File: src/rtl/lkt_pkg.sv
// ----------------------------------------------------------------------------
// lkt_pkg
// Shared types and constants for the lock key table: command and status codes,
// sequencer states and the request/response word layouts.
// ----------------------------------------------------------------------------
package lkt_pkg;

	localparam int KEY_SLOTS = 16;
	localparam int KEY_W     = 64;
	localparam int IDX_W     = (KEY_SLOTS > 1) ? $clog2(KEY_SLOTS) : 1;

	localparam logic [IDX_W-1:0] LAST_IDX = IDX_W'(KEY_SLOTS - 1);

	typedef enum logic [1:0] {
		CMD_OPEN       = 2'd0,
		CMD_CLOSE      = 2'd1,
		CMD_REGISTER   = 2'd2,
		CMD_UNREGISTER = 2'd3
	} cmd_e;

	typedef enum logic [2:0] {
		ST_OK        = 3'd0,
		ST_UNKNOWN   = 3'd1,
		ST_DUPLICATE = 3'd2,
		ST_FULL      = 3'd3,
		ST_NOT_FOUND = 3'd4,
		ST_ZERO_KEY  = 3'd5
	} status_e;

	typedef enum logic [1:0] {
		S_IDLE,
		S_SCAN,
		S_FINISH
	} state_e;

	typedef struct packed {
		logic [1:0]       command;
		logic [KEY_W-1:0] key_value;
	} req_t;

	typedef struct packed {
		logic [2:0] status;
		logic       lock_open;
	} rsp_t;

endpackage

File: src/rtl/lock_key_table.sv
// ----------------------------------------------------------------------------
// lock_key_table
// Access-key table with a lock-open flag. Open, register and unregister with a
// nonzero key scan the slots one per cycle through a single 64-bit comparator, then update the table/flag.
// ----------------------------------------------------------------------------
//
//  channel | signals                 | word
//  --------+-------------------------+------------------------------
//  req     | req_valid, req_ready    | command, key_value (req_t)
//  rsp     | rsp_valid, rsp_ready    | status, lock_open (rsp_t)
//
//  open, register and unregister with a nonzero key scan every slot before the
//  response, one slot compared per cycle by the shared key comparator. close and
//  zero-key commands skip the scan and go straight to the finish state.
//  req_ready is high only while the sequencer is idle; the response register
//  holds a word until taken, and a finished command waits in place for it.
//  reset empties every slot (per-slot valid bits) and closes the lock.
//
module lock_key_table (
	input  logic          clk,
	input  logic          arst_n,
	input  logic          req_valid,
	output logic          req_ready,
	input  lkt_pkg::req_t req,
	output logic          rsp_valid,
	input  logic          rsp_ready,
	output lkt_pkg::rsp_t rsp
);

	lkt_pkg::state_e state_q, state_d;

	logic [lkt_pkg::KEY_W-1:0]     key_store_q [lkt_pkg::KEY_SLOTS];
	logic [lkt_pkg::KEY_SLOTS-1:0] key_valid_q;
	logic                          lock_q;

	lkt_pkg::cmd_e             cmd_q;
	logic [lkt_pkg::KEY_W-1:0] key_q;
	logic [lkt_pkg::IDX_W-1:0] idx_q;
	logic                      hit_q;
	logic [lkt_pkg::IDX_W-1:0] hit_idx_q;
	logic                      free_q;
	logic [lkt_pkg::IDX_W-1:0] free_idx_q;

	logic          rsp_valid_q;
	lkt_pkg::rsp_t rsp_q;

	logic               accept;
	logic               skip_scan;
	logic               slot_match;
	logic               slot_free;
	logic               finish_go;
	logic               wr_en;
	logic               clr_en;
	logic               lock_d;
	lkt_pkg::status_e   status_d;

	assign accept    = req_valid && req_ready;
	// close and zero keys never need the table
	assign skip_scan = (lkt_pkg::cmd_e'(req.command) == lkt_pkg::CMD_CLOSE) ||
		(req.key_value == '0);

	// the shared comparator: one slot a cycle
	assign slot_free  = !key_valid_q[idx_q];
	assign slot_match = key_valid_q[idx_q] && (key_store_q[idx_q] == key_q);

	always_comb begin
		state_d   = state_q;
		req_ready = 1'b0;
		finish_go = 1'b0;
		wr_en     = 1'b0;
		clr_en    = 1'b0;
		lock_d    = lock_q;
		status_d  = lkt_pkg::ST_OK;
		unique case (state_q)
			lkt_pkg::S_IDLE: begin
				req_ready = 1'b1;
				if (req_valid) begin
					state_d = skip_scan ? lkt_pkg::S_FINISH : lkt_pkg::S_SCAN;
				end
			end
			lkt_pkg::S_SCAN: begin
				if (idx_q == lkt_pkg::LAST_IDX) begin
					state_d = lkt_pkg::S_FINISH;
				end
			end
			lkt_pkg::S_FINISH: begin
				finish_go = !rsp_valid_q || rsp_ready;
				if (cmd_q == lkt_pkg::CMD_CLOSE) begin
					lock_d = 1'b0;
				end else if (key_q == '0) begin
					status_d = lkt_pkg::ST_ZERO_KEY;
				end else begin
					unique case (cmd_q)
						lkt_pkg::CMD_OPEN: begin
							if (hit_q) begin
								lock_d = 1'b1;
							end else begin
								status_d = lkt_pkg::ST_UNKNOWN;
							end
						end
						lkt_pkg::CMD_REGISTER: begin
							if (hit_q) begin
								status_d = lkt_pkg::ST_DUPLICATE;
							end else if (free_q) begin
								wr_en = finish_go;
							end else begin
								status_d = lkt_pkg::ST_FULL;
							end
						end
						lkt_pkg::CMD_UNREGISTER: begin
							if (hit_q) begin
								clr_en = finish_go;
							end else begin
								status_d = lkt_pkg::ST_NOT_FOUND;
							end
						end
						default: begin
							lock_d = 1'b0;
						end
					endcase
				end
				if (finish_go) begin
					state_d = lkt_pkg::S_IDLE;
				end
			end
			default: begin
				state_d = lkt_pkg::S_IDLE;
			end
		endcase
	end

	always_ff @(posedge clk or negedge arst_n) begin
		if (!arst_n) begin
			state_q     <= lkt_pkg::S_IDLE;
			key_valid_q <= '0;
			lock_q      <= 1'b0;
			rsp_valid_q <= 1'b0;
			idx_q       <= '0;
			hit_q       <= 1'b0;
			free_q      <= 1'b0;
		end else begin
			state_q <= state_d;
			if (accept) begin
				idx_q  <= '0;
				hit_q  <= 1'b0;
				free_q <= 1'b0;
			end else if (state_q == lkt_pkg::S_SCAN) begin
				idx_q <= idx_q + 1'b1;
				if (slot_match && !hit_q) begin
					hit_q <= 1'b1;
				end
				// lowest empty slot wins
				if (slot_free && !free_q) begin
					free_q <= 1'b1;
				end
			end
			if (wr_en) begin
				key_valid_q[free_idx_q] <= 1'b1;
			end
			if (clr_en) begin
				key_valid_q[hit_idx_q] <= 1'b0;
			end
			if (finish_go) begin
				lock_q      <= lock_d;
				rsp_valid_q <= 1'b1;
			end else if (rsp_ready) begin
				rsp_valid_q <= 1'b0;
			end
		end
	end

	// payload registers, no reset
	always_ff @(posedge clk) begin
		if (accept) begin
			cmd_q <= lkt_pkg::cmd_e'(req.command);
			key_q <= req.key_value;
		end
		if (state_q == lkt_pkg::S_SCAN) begin
			if (slot_match && !hit_q) begin
				hit_idx_q <= idx_q;
			end
			if (slot_free && !free_q) begin
				free_idx_q <= idx_q;
			end
		end
		if (wr_en) begin
			key_store_q[free_idx_q] <= key_q;
		end
		if (finish_go) begin
			rsp_q.status    <= status_d;
			rsp_q.lock_open <= lock_d;
		end
	end

	assign rsp_valid = rsp_valid_q;
	assign rsp       = rsp_q;

	// the word on offer always reflects the current lock state
	a_rsp_lock: assert property (@(posedge clk) disable iff (!arst_n)
		rsp_valid_q |-> (rsp_q.lock_open == lock_q))
		else $error("response lock bit differs from lock flag");

	// a stored key fills exactly one more slot
	a_reg_fill: assert property (@(posedge clk) disable iff (!arst_n)
		wr_en |=> ($countones(key_valid_q) == $past($countones(key_valid_q)) + 1))
		else $error("register did not fill exactly one slot");

	// a scan always starts from the first slot
	a_scan_start: assert property (@(posedge clk) disable iff (!arst_n)
		(accept && !skip_scan) |=> (state_q == lkt_pkg::S_SCAN && idx_q == '0))
		else $error("scan did not start at slot zero");

	// close always leaves the lock shut
	a_close: assert property (@(posedge clk) disable iff (!arst_n)
		(finish_go && cmd_q == lkt_pkg::CMD_CLOSE) |=> !lock_q)
		else $error("lock still open after close");

endmodule

File: config.mk
export PLATFORM = sky130hd
export DESIGN_NAME = lock_key_table
export DESIGN_NICKNAME = d
export VERILOG_FILES = /design/src/rtl/lkt_pkg.sv /design/src/rtl/lock_key_table.sv
export SDC_FILE = /design/constraint.sdc
export NUM_CORES = 1
export LEC_CHECK = 0
export BUFFER_PORTS_ARGS = -buffer_cell sky130_fd_sc_hd__buf_2
export CORE_MARGIN = 3
export CORE_UTILIZATION = 40
export CTS_BUF_LIST = sky130_fd_sc_hd__clkbuf_8
export DETAILED_ROUTE_END_ITERATION = 16
export GPL_TIMING_DRIVEN = 0
export PLACE_DENSITY = 0.61
export SYNTH_ARGS = -nofsm -noshare
export SYNTH_HDL_FRONTEND = slang
export SYNTH_SLANG_ARGS = --single-unit
File: constraint.sdc
create_clock -name clk -period 8.95 [get_ports clk]
set_input_delay 0 -clock clk [delete_from_list [all_inputs] [get_ports clk]]
set_output_delay 0 -clock clk [all_outputs]
set_load 0.02 [all_outputs]
==> flow_summary.toml <==
[global_routing]
grt_pass1_vias = 24500
overflow = 0
grt_max_degree = 65
grt.total_usage_pct = 23.5
antenna_found_initial = 10
grt_pass1_wl_um = 185000

[flow_run]
cap_violations = 0

[synthesis]
synth_seq_area_share_pct = 76.9
synth_nets = 2081
syn_inst = 2010
synthFlopType = "edfxtp_1"
ys_types = 66
netlist_area_um2 = 43900
synth_edf_count = 1102
ys_async_sr_fraction_pct = 2.30
synth_seq_cells = 1128
syn_avg_cell_area_um2 = 21.8
synth_warnings = 0

[sta]
worst_clock_skew_ns = 0.0476
fin_tns_setup_ns = 0
min_period_ns = 6.67
rsz0062_at_grt = "no"
fin_ws_ns = 2.28
worstMarginPinSlew_ns = 1.46
relSlewSlack_pct = 2.78
finalHoldViolCount = 0
finalSetupViolCount = 0
maxSlewViolCount = 0
timing.final.crit_share_pct = 74.5
max_freq_mhz = 150

[critical_path]
cp.arrival_ns = 7.12
worstReg2RegEnd = "hit_idx_q[2]$_DFFE_PP_"
r2r_setup_slack_ns = 2.28
reg2reg_from = "idx_q[2]$_DFFE_PN0P_"
critPathSlowestCell = "clkbuf_1"
required_ns = 9.40
worstSetupPathType = "reg -> reg"
cp_max_fo = 10
path_cells = "clkbuf_1 -> clkbuf_1 -> clkbuf_1 -> clkbuf_1 -> a211oi_1 -> a31oi_1 -> xor2_1 -> nor4_1 -> nand4_1 -> nor3_1"
cp_common_cell = "clkbuf_1"
crit_path_start_kind = "register"
r2r_cells = 10
cp_num_buf_inv = 4
slowest_delay_ns = 1.13
crit_family = "buffers and inverters"
end_kind = "register"

[placement]
dp_hpwl_um = 87200
io_buffers = 75
gp_congestion = 0.845
place_ws_ns = 2.46

[floorplan]
core_area_um2 = 108000
initial_core_util_pct = 40.6
pin_count = 76
die_h_um = 337
chipWidth_um = 337
dieArea_um2 = 114000
rows = 120

[cts]
clockBufferDepth = 3
insertion_delay_ns = 0.84
path_clk_slew_ns = 0.06
cts_sinks = 1128
cts-resized-gates = 0
cts_setup_buffers = 0
h-tree-depth = 4
cts_hold_buf = 136
cts_tree = "built"
cts-root-buf = "clkbuf_8"
cts_buffers = 178

[detailed_routing]
viasPerCell = 6.01
drc = 0
drt_iter0_drc = 3118
post_drt_wl_per_cell_um = 32.9
first_pass_iters = 6
vias = 24200
ant_nets = 0
drt_wl_total_um = 132000

[status]
status = "complete, no violations"

[finish]
post-route-util_pct = 48.3
syn2layout_area_growth_pct = 18.8
drive_gt1_share_pct = 26.9
num-nets-final = 2556
n_fill_cell = 8668

[hold_path]
min_path_type = "in -> reg"
holdPathEnd = "key_q[56]$_DFFE_PP_"
worstHoldPathCells = 2
min_from = "req[56]"

[pwr]
p_switching_mw = 4.48
combPwrFrac_pct = 25.9
internal_power_mw = 9.65
switching_share_pct = 31.7
clockPowerShare_pct = 28.4
p_seq_share_pct = 45.6
ir_worst_vdd_v = 0.000178
power_density_nw_per_um2 = 271
p_leak_nw = 16.9
-- worst max-delay path by stage --
stage                      startpoint  cells past startpoint                  endpoint
5_1_grt          idx_q[2]$_DFFE_PN0P_                     10    hit_idx_q[1]$_DFFE_PP_
4_1_cts          idx_q[2]$_DFFE_PN0P_                     10    hit_idx_q[1]$_DFFE_PP_
6_report         idx_q[2]$_DFFE_PN0P_                     10    hit_idx_q[2]$_DFFE_PP_
2_1_floorplan  state_q[0]$_DFFE_PN0P_                      9  key_valid_q[0]$_DFF_PN0_
3_5_place_dp     idx_q[2]$_DFFE_PN0P_                     10    hit_idx_q[1]$_DFFE_PP_
3_3_place_gp      key_q[41]$_DFFE_PP_                      8  key_valid_q[0]$_DFF_PN0_
-- per-layer routing --
metal | share of wire, % | wire [um] | global-route usage [%]
met4 | 3.7 | 4840 | 8.96
met5 | 0.030 | 40 | 0
met1 | 38 | 50800 | 31.7
met3 | 11 | 14200 | 5.51
met2 | 47 | 62500 | 37.2
-- stage by stage --
stage	cells	total power, mW	cell area, um2	hold WS [ns]
after floorplan	2010	8.71	43900	-0.296
after global placement	3488	10.1	46000	0.0222
after detailed placement	3572	10.1	47500	0.0435
after CTS	4025	14.2	52100	0.0284
after global routing	4029	14.6	52100	0.0633
final	4029	14.1	52100	0.110
-- Yosys cell counts, types with 3 or more instances --
master	n	area, um2
nand2b_1	11	68.8
xnor2_1	27	236
mux4_2	250	5630
a211oi_1	7	52.6
nand3b_1	3	22.5
o221ai_1	5	43.8
dfrtp_1	26	651
nor4_1	38	238
xor2_1	30	263
buf_6	16	180
a22oi_1	17	128
o21a_1	3	22.5
and2_1	6	37.5
a21oi_1	14	70.1
nand2_1	49	184
buf_2	26	130
mux2i_1	86	861
nor3_1	17	85.1
clkbuf_1	27	101
a221oi_1	21	184
and3_1	6	37.5
o22ai_1	5	31.3
nand3_1	7	35.0
a222oi_1	3	30.0
nand4_1	15	93.8
mux2_2	4	45.0
a2111oi_0	6	52.6
a22o_1	14	123
buf_1	7	26.3
inv_1	20	75.1
a21o_1	3	22.5
a31oi_1	5	31.3
o21ai_0	17	85.1
nor2_1	38	143
buf_4	15	113
mux4_1	4	105
edfxtp_1	1102	33100
o32a_1	6	60.1
nor2b_1	11	68.8
o22a_1	10	87.6
-- final cells by class --
cell class / instances / area, um2 / area share [%]
sequential: 1128 / 33700 / 64.8
multi-input combinational: 768 / 9590 / 18.4
timing repair buffer: 295 / 3140 / 6.02
clock buffer: 180 / 2480 / 4.76
tap: 1403 / 1760 / 3.37
clock inverter: 137 / 728 / 1.40
buffer: 92 / 572 / 1.10
inverter: 22 / 85.1 / 0.163
antenna: 4 / 10.0 / 0.0192
-- cell usage in the layout, fill, tap and decap left out, types with 12 or more instances in the layout --
cell type	synthesis	final
mux2i_1	86	86
buf_12	1	33
a21oi_1	14	14
dfrtp_1	26	26
inv_1	20	79
a22oi_1	17	17
nor4_1	38	35
mux4_2	250	250
nor2_1	38	26
nor3_1	17	13
a221oi_1	21	21
nand4_1	15	15
clkbuf_1	27	27
dlygate4sd3_1	0	135
nand2_1	49	49
buf_4	15	20
nor2_4	0	12
clkbuf_8	0	180
buf_6	16	50
xnor2_1	27	27
xor2_1	30	30
buf_2	26	102
edfxtp_1	1102	1102
a22o_1	14	14
o21ai_0	17	17
clkinv_1	1	50
clkinv_2	0	12
-- kinds of logic after synthesis --
| group | synth area share, % |
|---|---|
| DFF | 76.9 |
| muxes | 15.2 |
| and+or+nand+nor | 2.43 |
| AOI/OAI and AO/OA | 2.81 |
| buffers and inverters | 1.49 |
| xor gates and xnor gates | 1.14 |
| adders and majority gates | 0.0285 |
-- power groups by stage --
| stage | combinational (mW) | sequential, mW | clock [mW] |
|---|---|---|---|
| finish | 3.66 | 6.44 | 4.02 |
| global route | 3.83 | 6.46 | 4.31 |
| CTS | 3.65 | 6.44 | 4.07 |
| detailed placement | 3.59 | 6.55 | 0 |
| global placement | 3.54 | 6.52 | 0 |
| floorplan | 2.33 | 6.38 | 0 |
-- flip-flops by register name, summed over array words and instances (netlist names) --
register	flops
idx_q	4
hit_idx_q	4
rsp_valid	1
lock_q	1
key_valid_q	16
rsp	4
hit_q	1
free_idx_q	4
key_store_q	1024
state_q	2
cmd_q	2
key_q	64
free_q	1
Note: power is estimated with default switching activity, not from simulation.
